==> src/design/gdrm_pkg.sv <==
// Shared constants, control codes and handshake structs of the dose rate monitor.
// Used by the channel interfaces, the serial arithmetic units and the top level.
// Depends on nothing.
package gdrm_pkg;

    // Field and state widths.
    localparam int CNT_BITS   = 16;
    localparam int TIME_BITS  = 32;
    localparam int FRAC_BITS  = 16;
    localparam int Q_BITS     = 48;
    localparam int DOSE_BITS  = 33;
    localparam int TOTAL_BITS = 64;
    localparam int COEF_BITS  = 16;
    localparam int DT_BITS    = 20;
    localparam int CONV_BITS  = 10;
    localparam int LIMIT_BITS = 16;

    // Configuration port.
    localparam int CFG_IDX_BITS  = 2;
    localparam int CFG_DATA_BITS = 20;
    localparam logic [CFG_IDX_BITS-1:0] CFG_COEF  = 2'd0;
    localparam logic [CFG_IDX_BITS-1:0] CFG_DEAD  = 2'd1;
    localparam logic [CFG_IDX_BITS-1:0] CFG_CONV  = 2'd2;
    localparam logic [CFG_IDX_BITS-1:0] CFG_LIMIT = 2'd3;

    localparam logic [COEF_BITS-1:0]  COEF_RESET  = 16'd13107;
    localparam logic [DT_BITS-1:0]    DEAD_RESET  = 20'd190000;
    localparam logic [CONV_BITS-1:0]  CONV_RESET  = 10'd215;
    localparam logic [LIMIT_BITS-1:0] LIMIT_RESET = 16'd60;

    // Serial multiplier: MSB-first shift-add, one multiplier bit per cycle.
    localparam int MPL_BITS   = 16;
    localparam int MCAND_BITS = 50;
    localparam int ACC_BITS   = 66;

    // Serial divider: restoring, one quotient bit per cycle.
    localparam int DIVR_BITS = 30;
    localparam int DVD_BITS  = 48;

    // Arithmetic constants.
    localparam logic [DIVR_BITS-1:0] NS_PER_S   = 30'd1000000000;
    localparam logic [Q_BITS-1:0]    Q_MAX      = {Q_BITS{1'b1}};
    localparam logic [Q_BITS-1:0]    CPM_LIMIT  =
        Q_BITS'((((64'd1) << Q_BITS) - 64'd1) / 64'd60);
    // Twice 1000, so that half the conversion divisor becomes an integer init value.
    localparam logic [MPL_BITS-1:0]  DOSE_SCALE = 16'd2000;

    // Sequencer states.
    typedef enum logic [3:0] {
        S_IDLE,
        S_WATCH,
        S_LOSS,
        S_NUM,
        S_QDIV,
        S_CPM,
        S_DIFF,
        S_SMOOTH,
        S_DSTART,
        S_DMUL,
        S_DDIV,
        S_DONE
    } t_state;

    // Requests to the arithmetic units and their status.
    typedef struct packed {
        logic                         start;
        logic signed [ACC_BITS-1:0]   init;
        logic signed [MCAND_BITS-1:0] mcand;
        logic [MPL_BITS-1:0]          mplier;
    } t_mul_req;

    typedef struct packed {
        logic                 start;
        logic [DIVR_BITS-1:0] divisor;
        logic [DIVR_BITS-1:0] rem;
        logic [DVD_BITS-1:0]  dividend;
    } t_div_req;

    typedef struct packed {
        logic busy;
        logic done;
    } t_unit_sts;

endpackage

==> src/design/gdrm_in_if.sv <==
// Input channel of the dose rate monitor: one counter snapshot per item.
// Depends on gdrm_pkg for the field widths.
interface gdrm_in_if;
    logic                           valid;
    logic                           ready;
    logic [gdrm_pkg::CNT_BITS-1:0]  count_snapshot;
    logic [gdrm_pkg::TIME_BITS-1:0] uptime_s;

    modport source (output valid, output count_snapshot, output uptime_s, input ready);
    modport sink   (input valid, input count_snapshot, input uptime_s, output ready);
endinterface

==> src/design/gdrm_out_if.sv <==
// Result channel of the dose rate monitor: one result item per input item.
// Depends on gdrm_pkg for the field widths.
interface gdrm_out_if;
    logic                            valid;
    logic                            ready;
    logic [gdrm_pkg::DOSE_BITS-1:0]  dose_rate_nsv_h;
    logic [gdrm_pkg::TOTAL_BITS-1:0] total_count;
    logic                            detector_fault;
    logic                            fault_raised;
    logic                            fault_cleared;
    logic                            rate_saturated;

    modport source (output valid, output dose_rate_nsv_h, output total_count,
                    output detector_fault, output fault_raised, output fault_cleared,
                    output rate_saturated, input ready);
    modport sink   (input valid, input dose_rate_nsv_h, input total_count,
                    input detector_fault, input fault_raised, input fault_cleared,
                    input rate_saturated, output ready);
endinterface

==> src/design/gdrm_mul.sv <==
// Bit-serial signed multiply-accumulate unit: acc = init * 2^MPL_BITS + mcand * mplier.
// One multiplier bit per cycle, MSB first. Depends on gdrm_pkg.
module gdrm_mul (
    input  logic                                   i_clk,
    input  logic                                   i_rst_n,
    input  gdrm_pkg::t_mul_req                     i_req,
    output gdrm_pkg::t_unit_sts                    o_sts,
    output logic signed [gdrm_pkg::ACC_BITS-1:0]   o_acc
);
    localparam int STEP_BITS = $clog2(gdrm_pkg::MPL_BITS + 1);

    logic [STEP_BITS-1:0]                   r_step, n_step;
    logic                                   r_done, n_done;
    logic signed [gdrm_pkg::ACC_BITS-1:0]   r_acc, n_acc;
    logic signed [gdrm_pkg::MCAND_BITS-1:0] r_mcand, n_mcand;
    logic [gdrm_pkg::MPL_BITS-1:0]          r_mpl, n_mpl;

    // Load on start, then shift the accumulator and add the multiplicand per set bit.
    always_comb begin
        n_step  = r_step;
        n_done  = 1'b0;
        n_acc   = r_acc;
        n_mcand = r_mcand;
        n_mpl   = r_mpl;
        if (i_req.start) begin
            n_step  = STEP_BITS'(gdrm_pkg::MPL_BITS);
            n_acc   = i_req.init;
            n_mcand = i_req.mcand;
            n_mpl   = i_req.mplier;
        end else if (r_step != '0) begin
            n_acc  = (r_acc <<< 1) +
                     (r_mpl[gdrm_pkg::MPL_BITS-1] ? gdrm_pkg::ACC_BITS'(r_mcand) : '0);
            n_mpl  = r_mpl << 1;
            n_step = r_step - STEP_BITS'(1);
            n_done = (r_step == STEP_BITS'(1));
        end
    end

    // Control state.
    always_ff @(posedge i_clk) begin
        if (!i_rst_n) begin
            r_step <= '0;
            r_done <= 1'b0;
        end else begin
            r_step <= n_step;
            r_done <= n_done;
        end
    end

    // Operands and accumulator.
    always_ff @(posedge i_clk) begin
        r_acc   <= n_acc;
        r_mcand <= n_mcand;
        r_mpl   <= n_mpl;
    end

    assign o_sts.busy = (r_step != '0);
    assign o_sts.done = r_done;
    assign o_acc      = r_acc;
endmodule

==> src/design/gdrm_div.sv <==
// Bit-serial restoring divider: quotient of {rem, dividend} by divisor, one bit per cycle.
// The initial remainder must be below the divisor. Depends on gdrm_pkg.
module gdrm_div (
    input  logic                             i_clk,
    input  logic                             i_rst_n,
    input  gdrm_pkg::t_div_req               i_req,
    output gdrm_pkg::t_unit_sts              o_sts,
    output logic [gdrm_pkg::DVD_BITS-1:0]    o_quot
);
    localparam int STEP_BITS = $clog2(gdrm_pkg::DVD_BITS + 1);
    localparam int RB        = gdrm_pkg::DIVR_BITS;

    logic [STEP_BITS-1:0]          r_step, n_step;
    logic                          r_done, n_done;
    logic [RB-1:0]                 r_rem, n_rem;
    logic [RB-1:0]                 r_divr, n_divr;
    logic [gdrm_pkg::DVD_BITS-1:0] r_dvd, n_dvd;
    logic [RB:0]                   rem2;
    logic [RB+1:0]                 trial;

    // Shift one dividend bit into the remainder; quotient bits shift in behind it.
    always_comb begin
        rem2   = {r_rem, r_dvd[gdrm_pkg::DVD_BITS-1]};
        trial  = {1'b0, rem2} - {2'b00, r_divr};
        n_step = r_step;
        n_done = 1'b0;
        n_rem  = r_rem;
        n_divr = r_divr;
        n_dvd  = r_dvd;
        if (i_req.start) begin
            n_step = STEP_BITS'(gdrm_pkg::DVD_BITS);
            n_rem  = i_req.rem;
            n_divr = i_req.divisor;
            n_dvd  = i_req.dividend;
        end else if (r_step != '0) begin
            if (!trial[RB+1]) begin
                n_rem = trial[RB-1:0];
                n_dvd = {r_dvd[gdrm_pkg::DVD_BITS-2:0], 1'b1};
            end else begin
                n_rem = rem2[RB-1:0];
                n_dvd = {r_dvd[gdrm_pkg::DVD_BITS-2:0], 1'b0};
            end
            n_step = r_step - STEP_BITS'(1);
            n_done = (r_step == STEP_BITS'(1));
        end
    end

    // Control state.
    always_ff @(posedge i_clk) begin
        if (!i_rst_n) begin
            r_step <= '0;
            r_done <= 1'b0;
        end else begin
            r_step <= n_step;
            r_done <= n_done;
        end
    end

    // Remainder, divisor and dividend/quotient shift register.
    always_ff @(posedge i_clk) begin
        r_rem  <= n_rem;
        r_divr <= n_divr;
        r_dvd  <= n_dvd;
    end

    assign o_sts.busy = (r_step != '0);
    assign o_sts.done = r_done;
    assign o_quot     = r_dvd;
endmodule

==> src/design/geiger_dose_rate_monitor_top.sv <==
// Top level of the Geiger dose rate monitor: watchdog, sequencer and result register.
// Depends on gdrm_pkg, gdrm_in_if, gdrm_out_if, gdrm_mul and gdrm_div.
//
// Usage: once per second the source offers a counter snapshot and the uptime on i_item.
// The block runs a silence watchdog, corrects the count delta for tube dead time,
// smooths counts per minute, converts to nSv/h and adds the corrected count to a 64-bit
// total. Each item gives exactly one result item on o_res.
// Throughput: one item at a time. The work is done by the shared bit-serial units: the
// 16-step multiplier runs up to four passes and the 48-step divider up to two per item.
// A saturated dead-time correction skips the first divider pass, and a fault tick skips
// every step before the dose conversion.
// i_item.ready is high whenever the sequencer is idle, also while a finished result still
// waits in the output register; a stalled receiver only holds the sequencer in its last
// step until the register frees up.
// Configuration: i_cfg_we writes i_cfg_data into register i_cfg_idx (coefficient, dead
// time, conversion factor, silence limit); write only while idle.
// Reset: synchronous, active low; it restores the register defaults, clears watchdog,
// smoothing and total state and empties the output register.
module geiger_dose_rate_monitor_top (
    input  logic                                  i_clk,
    input  logic                                  i_rst_n,
    gdrm_in_if.sink                               i_item,
    gdrm_out_if.source                            o_res,
    input  logic                                  i_cfg_we,
    input  logic [gdrm_pkg::CFG_IDX_BITS-1:0]     i_cfg_idx,
    input  logic [gdrm_pkg::CFG_DATA_BITS-1:0]    i_cfg_data
);
    localparam int QB  = gdrm_pkg::Q_BITS;
    localparam int FB  = gdrm_pkg::FRAC_BITS;
    localparam int AB  = gdrm_pkg::ACC_BITS;
    localparam int MB  = gdrm_pkg::MCAND_BITS;
    localparam int CB  = gdrm_pkg::CNT_BITS;
    localparam int TB  = gdrm_pkg::TIME_BITS;
    localparam int RB  = gdrm_pkg::DIVR_BITS;
    localparam int DB  = gdrm_pkg::DVD_BITS;
    localparam int RND_BITS = QB - FB + 1;
    // Top bits of the dead-time numerator (cps * 1e9) that sit above the Q.48 range.
    localparam int NUM_HI_LSB  = DB - FB;
    localparam int NUM_HI_BITS = CB + RB - NUM_HI_LSB;

    // Configuration registers.
    logic [gdrm_pkg::COEF_BITS-1:0]  r_coef;
    logic [gdrm_pkg::DT_BITS-1:0]    r_dt;
    logic [gdrm_pkg::CONV_BITS-1:0]  r_conv;
    logic [gdrm_pkg::LIMIT_BITS-1:0] r_limit;

    // Sequencer and model state.
    gdrm_pkg::t_state r_state, n_state;
    logic [CB-1:0]                   r_seen, r_prev;
    logic [TB-1:0]                   r_last;
    logic                            r_fault;
    logic [QB-1:0]                   r_smooth;
    logic [gdrm_pkg::TOTAL_BITS-1:0] r_total;

    // Per-item working registers.
    logic [CB-1:0]       r_cnt_in, r_cps;
    logic [TB-1:0]       r_now;
    logic                r_raised, r_cleared, r_sat, r_lossov;
    logic [RB-1:0]       r_den;
    logic [QB-1:0]       r_corr, r_cpm;
    logic [RND_BITS-1:0] r_rnd;

    // Result register.
    logic                            r_ov;
    logic [gdrm_pkg::DOSE_BITS-1:0]  r_o_dose;
    logic [gdrm_pkg::TOTAL_BITS-1:0] r_o_total;
    logic                            r_o_fault, r_o_raised, r_o_cleared, r_o_sat;

    // Arithmetic units.
    gdrm_pkg::t_mul_req  mul_req;
    gdrm_pkg::t_div_req  div_req;
    gdrm_pkg::t_unit_sts mul_sts, div_sts;
    logic signed [AB-1:0] mul_acc;
    logic [DB-1:0]        div_quot;

    // Combinational helpers.
    logic                            in_fire, out_free, load_out;
    logic                            pulse, silent, ok;
    logic [CB-1:0]                   cps_w;
    logic [NUM_HI_BITS-1:0]          num_hi;
    logic                            quot_ovf;
    logic [QB+5:0]                   cpm60;
    logic signed [MB-1:0]            smooth_diff;
    logic signed [AB-1:0]            smooth_sum;
    logic [gdrm_pkg::CONV_BITS-1:0]  conv_eff;

    gdrm_mul u_mul (
        .i_clk   (i_clk),
        .i_rst_n (i_rst_n),
        .i_req   (mul_req),
        .o_sts   (mul_sts),
        .o_acc   (mul_acc)
    );

    gdrm_div u_div (
        .i_clk   (i_clk),
        .i_rst_n (i_rst_n),
        .i_req   (div_req),
        .o_sts   (div_sts),
        .o_quot  (div_quot)
    );

    // Configuration writes.
    always_ff @(posedge i_clk) begin
        if (!i_rst_n) begin
            r_coef  <= gdrm_pkg::COEF_RESET;
            r_dt    <= gdrm_pkg::DEAD_RESET;
            r_conv  <= gdrm_pkg::CONV_RESET;
            r_limit <= gdrm_pkg::LIMIT_RESET;
        end else if (i_cfg_we) begin
            case (i_cfg_idx)
                gdrm_pkg::CFG_COEF:  r_coef  <= i_cfg_data[gdrm_pkg::COEF_BITS-1:0];
                gdrm_pkg::CFG_DEAD:  r_dt    <= i_cfg_data[gdrm_pkg::DT_BITS-1:0];
                gdrm_pkg::CFG_CONV:  r_conv  <= i_cfg_data[gdrm_pkg::CONV_BITS-1:0];
                gdrm_pkg::CFG_LIMIT: r_limit <= i_cfg_data[gdrm_pkg::LIMIT_BITS-1:0];
                default: ;
            endcase
        end
    end

    // Watchdog, delta and arithmetic glue.
    always_comb begin
        in_fire  = i_item.valid && i_item.ready;
        out_free = !r_ov || o_res.ready;
        pulse    = (r_cnt_in != r_seen);
        silent   = ({1'b0, r_now} > ({1'b0, r_last} + (TB + 1)'(r_limit)));
        ok       = pulse || !silent;
        cps_w    = r_cnt_in - r_prev;
        num_hi   = mul_acc[CB+RB-1:NUM_HI_LSB];
        quot_ovf = ((RB)'(num_hi) >= r_den);
        cpm60    = ({6'b0, r_corr} << 6) - ({6'b0, r_corr} << 2);
        smooth_diff = $signed({{(MB-QB){1'b0}}, r_cpm}) -
                      $signed({{(MB-QB){1'b0}}, r_smooth});
        smooth_sum  = mul_acc + AB'(1 << (FB - 1));
        conv_eff = (r_conv == '0) ? gdrm_pkg::CONV_BITS'(1) : r_conv;
    end

    // Next state.
    always_comb begin
        n_state = r_state;
        case (r_state)
            gdrm_pkg::S_IDLE:   if (in_fire) n_state = gdrm_pkg::S_WATCH;
            gdrm_pkg::S_WATCH:  n_state = ok ? gdrm_pkg::S_LOSS : gdrm_pkg::S_DSTART;
            gdrm_pkg::S_LOSS:   if (mul_sts.done) n_state = gdrm_pkg::S_NUM;
            gdrm_pkg::S_NUM: begin
                if (mul_sts.done) begin
                    n_state = (r_lossov || quot_ovf) ? gdrm_pkg::S_CPM : gdrm_pkg::S_QDIV;
                end
            end
            gdrm_pkg::S_QDIV:   if (div_sts.done) n_state = gdrm_pkg::S_CPM;
            gdrm_pkg::S_CPM:    n_state = gdrm_pkg::S_DIFF;
            gdrm_pkg::S_DIFF:   n_state = gdrm_pkg::S_SMOOTH;
            gdrm_pkg::S_SMOOTH: if (mul_sts.done) n_state = gdrm_pkg::S_DSTART;
            gdrm_pkg::S_DSTART: n_state = gdrm_pkg::S_DMUL;
            gdrm_pkg::S_DMUL:   if (mul_sts.done) n_state = gdrm_pkg::S_DDIV;
            gdrm_pkg::S_DDIV:   if (div_sts.done) n_state = gdrm_pkg::S_DONE;
            gdrm_pkg::S_DONE:   if (out_free) n_state = gdrm_pkg::S_IDLE;
            default:            n_state = gdrm_pkg::S_IDLE;
        endcase
    end

    // Sequencer outputs: handshake and unit requests.
    always_comb begin
        i_item.ready = 1'b0;
        load_out     = 1'b0;
        mul_req      = '0;
        div_req      = '0;
        case (r_state)
            gdrm_pkg::S_IDLE: i_item.ready = 1'b1;
            gdrm_pkg::S_WATCH: begin
                // Loss term cps * dead time.
                if (ok) begin
                    mul_req.start  = 1'b1;
                    mul_req.mcand  = $signed({{(MB-gdrm_pkg::DT_BITS){1'b0}}, r_dt});
                    mul_req.mplier = cps_w;
                end
            end
            gdrm_pkg::S_LOSS: begin
                // Numerator cps * 1e9.
                if (mul_sts.done) begin
                    mul_req.start  = 1'b1;
                    mul_req.mcand  = $signed({{(MB-RB){1'b0}}, gdrm_pkg::NS_PER_S});
                    mul_req.mplier = r_cps;
                end
            end
            gdrm_pkg::S_NUM: begin
                // Fractional quotient cps * 1e9 * 2^FB / den.
                if (mul_sts.done && !r_lossov && !quot_ovf) begin
                    div_req.start    = 1'b1;
                    div_req.divisor  = r_den;
                    div_req.rem      = RB'(num_hi);
                    div_req.dividend = {mul_acc[NUM_HI_LSB-1:0], {FB{1'b0}}};
                end
            end
            gdrm_pkg::S_DIFF: begin
                // smoothed * 2^16 + coef * (cpm - smoothed).
                mul_req.start  = 1'b1;
                mul_req.init   = AB'($signed({1'b0, r_smooth}));
                mul_req.mcand  = smooth_diff;
                mul_req.mplier = r_coef;
            end
            gdrm_pkg::S_DSTART: begin
                // 2 * (smoothed * 1000 + conv * 2^(FB-1)).
                mul_req.start  = 1'b1;
                mul_req.init   = AB'($signed({1'b0, conv_eff}));
                mul_req.mcand  = $signed({{(MB-QB){1'b0}}, r_smooth});
                mul_req.mplier = gdrm_pkg::DOSE_SCALE;
            end
            gdrm_pkg::S_DMUL: begin
                if (mul_sts.done) begin
                    div_req.start    = 1'b1;
                    div_req.divisor  = RB'(conv_eff);
                    div_req.dividend = mul_acc[DB+FB:FB+1];
                end
            end
            gdrm_pkg::S_DONE: load_out = out_free;
            default: ;
        endcase
    end

    // Control state and model state.
    always_ff @(posedge i_clk) begin
        if (!i_rst_n) begin
            r_state  <= gdrm_pkg::S_IDLE;
            r_seen   <= '0;
            r_last   <= '0;
            r_prev   <= '0;
            r_fault  <= 1'b0;
            r_smooth <= '0;
            r_total  <= '0;
            r_ov     <= 1'b0;
        end else begin
            r_state <= n_state;
            if (r_state == gdrm_pkg::S_WATCH) begin
                if (pulse) begin
                    r_seen <= r_cnt_in;
                    r_last <= r_now;
                end
                if (ok) begin
                    r_prev <= r_cnt_in;
                end
                r_fault <= !ok;
            end
            if (r_state == gdrm_pkg::S_DIFF) begin
                r_total <= r_total + gdrm_pkg::TOTAL_BITS'(r_rnd);
            end
            if (r_state == gdrm_pkg::S_SMOOTH && mul_sts.done) begin
                r_smooth <= smooth_sum[QB+FB-1:FB];
            end
            if (load_out) begin
                r_ov <= 1'b1;
            end else if (o_res.ready) begin
                r_ov <= 1'b0;
            end
        end
    end

    // Per-item working registers and result payload.
    always_ff @(posedge i_clk) begin
        if (in_fire) begin
            r_cnt_in <= i_item.count_snapshot;
            r_now    <= i_item.uptime_s;
        end
        case (r_state)
            gdrm_pkg::S_WATCH: begin
                r_cps     <= cps_w;
                r_sat     <= 1'b0;
                r_raised  <= !ok && !r_fault;
                r_cleared <= ok && r_fault;
            end
            gdrm_pkg::S_LOSS: begin
                if (mul_sts.done) begin
                    r_lossov <= (mul_acc[CB+gdrm_pkg::DT_BITS-1:0] >=
                                 (CB + gdrm_pkg::DT_BITS)'(gdrm_pkg::NS_PER_S));
                    r_den    <= gdrm_pkg::NS_PER_S - mul_acc[RB-1:0];
                end
            end
            gdrm_pkg::S_NUM: begin
                // A non-positive denominator or a quotient beyond Q.48 saturates.
                if (mul_sts.done) begin
                    if (r_lossov) begin
                        r_corr <= gdrm_pkg::Q_MAX;
                        r_sat  <= 1'b1;
                    end else if (quot_ovf) begin
                        r_corr <= gdrm_pkg::Q_MAX;
                    end
                end
            end
            gdrm_pkg::S_QDIV: if (div_sts.done) r_corr <= div_quot;
            gdrm_pkg::S_CPM: begin
                r_cpm <= (r_corr > gdrm_pkg::CPM_LIMIT) ? gdrm_pkg::Q_MAX : cpm60[QB-1:0];
                r_rnd <= RND_BITS'(({1'b0, r_corr} + (QB + 1)'(1 << (FB - 1))) >> FB);
            end
            default: ;
        endcase
        if (load_out) begin
            r_o_dose    <= (|div_quot[DB-1:gdrm_pkg::DOSE_BITS]) ?
                           {gdrm_pkg::DOSE_BITS{1'b1}} : div_quot[gdrm_pkg::DOSE_BITS-1:0];
            r_o_total   <= r_total;
            r_o_fault   <= r_fault;
            r_o_raised  <= r_raised;
            r_o_cleared <= r_cleared;
            r_o_sat     <= r_sat;
        end
    end

    assign o_res.valid           = r_ov;
    assign o_res.dose_rate_nsv_h = r_o_dose;
    assign o_res.total_count     = r_o_total;
    assign o_res.detector_fault  = r_o_fault;
    assign o_res.fault_raised    = r_o_raised;
    assign o_res.fault_cleared   = r_o_cleared;
    assign o_res.rate_saturated  = r_o_sat;

    // A unit is never restarted while it still iterates.
    a_mul_free: assert property (@(posedge i_clk) disable iff (!i_rst_n)
        mul_req.start |-> !mul_sts.busy)
        else $error("multiplier restarted while busy");

    a_div_free: assert property (@(posedge i_clk) disable iff (!i_rst_n)
        div_req.start |-> !div_sts.busy)
        else $error("divider restarted while busy");

    // An accepted item always enters the watchdog step next.
    a_accept_watch: assert property (@(posedge i_clk) disable iff (!i_rst_n)
        in_fire |=> (r_state == gdrm_pkg::S_WATCH))
        else $error("accepted item did not reach the watchdog");

    // A new fault skips processing and goes straight to the dose conversion.
    a_fault_skip: assert property (@(posedge i_clk) disable iff (!i_rst_n)
        $rose(r_fault) |-> (r_state == gdrm_pkg::S_DSTART))
        else $error("fault tick did not skip processing");

    // A raised fault is reported together with the fault state, never with the cleared or saturated flag.
    a_raised_fault: assert property (@(posedge i_clk) disable iff (!i_rst_n)
        (r_ov && r_o_raised) |-> (r_o_fault && !r_o_cleared && !r_o_sat))
        else $error("inconsistent fault flags in result item");
endmodule
==> src/flat_wrapper.sv <==
// flat-port wrapper written by rule: the top's interface ports become plain ports
module geiger_dose_rate_monitor_top_flat 
  (i_clk, i_rst_n, i_cfg_we, i_cfg_idx, i_cfg_data, i_item_valid, i_item_count_snapshot, i_item_uptime_s, i_item_ready, o_res_valid, o_res_dose_rate_nsv_h, o_res_total_count, o_res_detector_fault, o_res_fault_raised, o_res_fault_cleared, o_res_rate_saturated, o_res_ready);
  gdrm_in_if i_item_i ();
  gdrm_out_if o_res_i ();
  input  logic i_clk;
  input  logic i_rst_n;
  input  logic i_cfg_we;
  input  logic [gdrm_pkg::CFG_IDX_BITS-1:0] i_cfg_idx;
  input  logic [gdrm_pkg::CFG_DATA_BITS-1:0] i_cfg_data;
  input wire logic [$bits(i_item_i.valid)-1:0] i_item_valid;
  input wire logic [$bits(i_item_i.count_snapshot)-1:0] i_item_count_snapshot;
  input wire logic [$bits(i_item_i.uptime_s)-1:0] i_item_uptime_s;
  output wire logic [$bits(i_item_i.ready)-1:0] i_item_ready;
  output wire logic [$bits(o_res_i.valid)-1:0] o_res_valid;
  output wire logic [$bits(o_res_i.dose_rate_nsv_h)-1:0] o_res_dose_rate_nsv_h;
  output wire logic [$bits(o_res_i.total_count)-1:0] o_res_total_count;
  output wire logic [$bits(o_res_i.detector_fault)-1:0] o_res_detector_fault;
  output wire logic [$bits(o_res_i.fault_raised)-1:0] o_res_fault_raised;
  output wire logic [$bits(o_res_i.fault_cleared)-1:0] o_res_fault_cleared;
  output wire logic [$bits(o_res_i.rate_saturated)-1:0] o_res_rate_saturated;
  input wire logic [$bits(o_res_i.ready)-1:0] o_res_ready;
  assign i_item_i.valid = i_item_valid;
  assign i_item_i.count_snapshot = i_item_count_snapshot;
  assign i_item_i.uptime_s = i_item_uptime_s;
  assign i_item_ready = i_item_i.ready;
  assign o_res_valid = o_res_i.valid;
  assign o_res_dose_rate_nsv_h = o_res_i.dose_rate_nsv_h;
  assign o_res_total_count = o_res_i.total_count;
  assign o_res_detector_fault = o_res_i.detector_fault;
  assign o_res_fault_raised = o_res_i.fault_raised;
  assign o_res_fault_cleared = o_res_i.fault_cleared;
  assign o_res_rate_saturated = o_res_i.rate_saturated;
  assign o_res_i.ready = o_res_ready;
  geiger_dose_rate_monitor_top u_core (.i_clk(i_clk), .i_rst_n(i_rst_n), .i_item(i_item_i), .o_res(o_res_i), .i_cfg_we(i_cfg_we), .i_cfg_idx(i_cfg_idx), .i_cfg_data(i_cfg_data));
endmodule
==> config.mk <==
export PLATFORM = sky130hd
export DESIGN_NAME = geiger_dose_rate_monitor_top_flat
export DESIGN_NICKNAME = d
export VERILOG_FILES = /design/src/design/gdrm_pkg.sv /design/src/design/gdrm_in_if.sv /design/src/design/gdrm_out_if.sv /design/src/design/gdrm_mul.sv /design/src/design/gdrm_div.sv /design/src/design/geiger_dose_rate_monitor_top.sv /design/src/flat_wrapper.sv
export SDC_FILE = /design/constraint.sdc
export NUM_CORES = 2
export LEC_CHECK = 0
export BUFFER_PORTS_ARGS = -buffer_cell sky130_fd_sc_hd__buf_2
export CAP_MARGIN = 10
export CORE_UTILIZATION = 55
export DETAILED_ROUTE_END_ITERATION = 8
export PLACE_DENSITY_LB_ADDON = 0.12
export SETUP_SLACK_MARGIN = 0.1
export SLEW_MARGIN = 0
export SYNTH_ARGS = -nofsm -noshare
export SYNTH_HDL_FRONTEND = slang
export SYNTH_SLANG_ARGS = --single-unit
==> constraint.sdc <==
create_clock -name i_clk -period 8.2 [get_ports i_clk]
set_clock_uncertainty 0.2 [all_clocks]
set_input_delay 0.41 -clock i_clk [delete_from_list [all_inputs] [get_ports i_clk]]
set_output_delay 0.41 -clock i_clk [all_outputs]
set_load 0.005 [all_outputs]
==> impl_metrics.ini <==
[power]
pwr-share-clk_pct = 24.0
ir_drop_mv = 0.225
pwr-share-seq_pct = 38.4
switching_share_pct = 37.9
switching_power_mw = 6.54
p_leak_nw = 21.4
internal-power_mw = 10.7
pwr-share-comb_pct = 37.6
p_per_area_mw_per_mm2 = 322

[cells_and_area]
syn2layout_area_growth_pct = 12.1
final_cells = 6269
final_util_pct = 62.5
drive_above_1_share_pct = 9.35
layout.nets = 5431

[sta]
max_slew_margin_pct = 23.9
max_slew.worst_pin.slew_ns = 1.14
period_needed_ns = 6.18
report.final.slew_viol_count = 0
hold_viol = 0
setup_tns_ns = 0
clock.fmax_mhz = 162
rsz0062_at_grt = no
setup_viol = 0
post-route-period-util_pct = 75.3
holdWs_ns = 0.0319

[logic_synthesis]
async_reset_ff_share_pct = 0
synth_area_mm2 = 0.0477
synthesis.nets = 5243
yosys.area.top_type = edfxtp_1
yosysSeqAreaShare_pct = 46.4
post-synth-top-area-fraction_pct = 35.6
synth_most_common_cell = nand2_1
synth_edf_count = 565
synthCells = 4859
ys_types = 99
synthTopCellsByCount = nand2_1, edfxtp_1, ha_1
syn_area_per_cell_um2 = 9.81
yosys_warnings = 0
synth_flop_cell = edfxtp_1
synthTopCellsByArea = edfxtp_1, dfxtp_1, ha_1
ys_ff_latch = 822

[place]
dp_hpwl_mm = 93.8
dp_cells = 6031
gp_congestion = 0.962
io_buffers = 177

[floorplanning]
ios = 178
die_area_mm2 = 0.0878
die_w_um = 296
rows = 107
start_util_pct = 55.7
die_height_um = 296
core_mm2 = 0.0855

[critical_path]
end_kind = register
critPathKind = register to register
cp_max_fo = 19
cp.arrival_ns = 6.51
start_kind = register
required_ns = 8.53

[drt]
drc = 0
wl_per_cell_um = 21.0
drtAntennaViolNets = 0
vias = 37158
drt-total-wl_mm = 132
drtPass1Iterations = 6
drt_iter0_markers = 2832
viasPerCell = 5.93

[clock_network]
cts_sinks = 822
clockBufferDepth = 3
cts_tree = built
clock_latency_ns = 0.68
cts_inserted_buffers = 89
h-tree-depth = 3
clkTransAtPathRegs_ns = 0.06
root_buffer = clkbuf_16

[global_route]
grt_pass1_wl_mm = 201
antenna_found_initial = 0
grt_start_max_net_pins = 112
grt_remaining_overflow = 0
track_usage_pct = 29.7
grt_pass1_vias = 35367

[flow_run]
max_cap_violations = 0

[hold_path]
hp-class = input pin to register

[run_status]
status = complete, no violations
==> worst max-delay path: stages (launching register included) <==
cell and delay [ns]:
dfxtp_1 0.34, ha_1 0.30, a21o_1 0.16, a21oi_1 0.24, nor2b_1 0.08, o21a_1 0.19, o311a_1 0.32, a31oi_1 0.27
a211oi_1 0.15, nor2_1 0.16, a21oi_1 0.19, nand2_1 0.20, nor2_1 0.08, xnor2_1 0.13, ha_1 0.30, nand3_1 0.10
nor4_1 0.44, o21ai_0 0.16, a21oi_1 0.26, o31ai_4 0.17, a21boi_4 0.30, clkinv_2 0.38, or4_1 0.63, o22a_1 0.20
nand2_1 0.06
==> placed cells by master (no fill, tap or decap), types with 164 or more instances in the layout <==
cell type,instances
ha_1,303
a21oi_1,282
xnor2_1,216
dfxtp_1,257
nor2_1,221
buf_2,176
o21ai_0,171
edfxtp_1,565
nand2_1,622
xor2_1,164
inv_1,238
==> per-layer routing <==
layer,GRT usage (%),part of all wire [%],vias up
li1,-,-,17938
met1,37.8,42,17729
met2,49.1,47,1190
met3,4.96,6.2,301
met4,14.7,5.2,0
met5,0,0,-
==> kinds of logic (layout without fill, tap and decap cells) <==
logic type / Yosys count / after routing / synth area share, %
flip-flops: 822 / 822 / 46.4
AO/OA/AOI/OAI: 1169 / 1169 / 16.6
AND/OR/NAND/NOR: 1671 / 1671 / 17.1
multiplexers: 58 / 58 / 1.22
XOR/XNOR: 380 / 380 / 6.98
adder cells (fa/ha/maj): 309 / 309 / 8.21
other: 0 / 1 / 0
buffers and inverters: 450 / 715 / 3.58
==> path summary, 6_finish.rpt <==
kind	start	end	slack (ns)	cells after the start
min reg2reg	u_core.r_raised$_DFFE_PP_	u_core.o_res.fault_raised$_DFFE_PP_	0.23	0
max	u_core.r_last[1]$_SDFFE_PN0P_	u_core.u_mul.o_acc[62]$_SDFFCE_PP0P_	2.02	24
min	i_rst_n	u_core.r_dt[5]$_SDFFE_PN1P_	0.03	2
max reg2reg	u_core.r_last[1]$_SDFFE_PN0P_	u_core.u_mul.o_acc[62]$_SDFFCE_PP0P_	2.02	24
==> flip-flops by register name, indices dropped and copies added (netlist names), 20 cells and up <==
signal,cells
u_core.r_corr,48
u_core.o_res.total_count,64
u_core.o_res.dose_rate_nsv_h,33
u_core.r_now,32
u_core.u_div.r_divr,30
u_core.u_mul.r_mcand,49
u_core.u_div.o_quot,48
u_core.r_rnd,33
u_core.u_div.r_rem,30
u_core.r_dt,20
u_core.r_cpm,47
u_core.u_mul.o_acc,65
u_core.r_total,64
u_core.r_last,32
u_core.r_smooth,48
u_core.r_den,30
==> what timing repair did <==
item                      CTS  global route
setup buffers               0             0
hold endpoints to repair  111             0
resized for setup           0             0
hold buffers               69             0
==> stage by stage <==
stage | instance area, um2 | total power, mW | setup WS [ns]
3_3_place_gp | 49800 | 12.9 | 2.15
2_1_floorplan | 47700 | 11.0 | 0.985
3_5_place_dp | 49800 | 13.0 | 2.02
5_1_grt | 53400 | 18.2 | 1.46
4_1_cts | 53400 | 17.2 | 2.00
6_report | 53500 | 17.2 | 2.02
==> power by group through the flow <==
stage	clock, mW	sequential [mW]	combinational (mW)
floorplan	0	6.30	4.74
global placement	0	6.66	6.25
detailed placement	0	6.67	6.35
CTS	4.19	6.59	6.41
global route	4.34	6.68	7.13
finish	4.13	6.62	6.48
==> cell type report <==
type / count / area (um2)
Antenna cell: 1 / 2.50
Clock buffer: 117 / 2450
Clock inverter: 51 / 532
Fill cell: 7107 / 32100
Inverter: 242 / 910
Multi-Input combinational cell: 3587 / 24000
Sequential cell: 822 / 22100
Tap cell: 1144 / 1430
Timing Repair Buffer: 305 / 2040
Note: power is estimated with default switching activity, not from simulation.
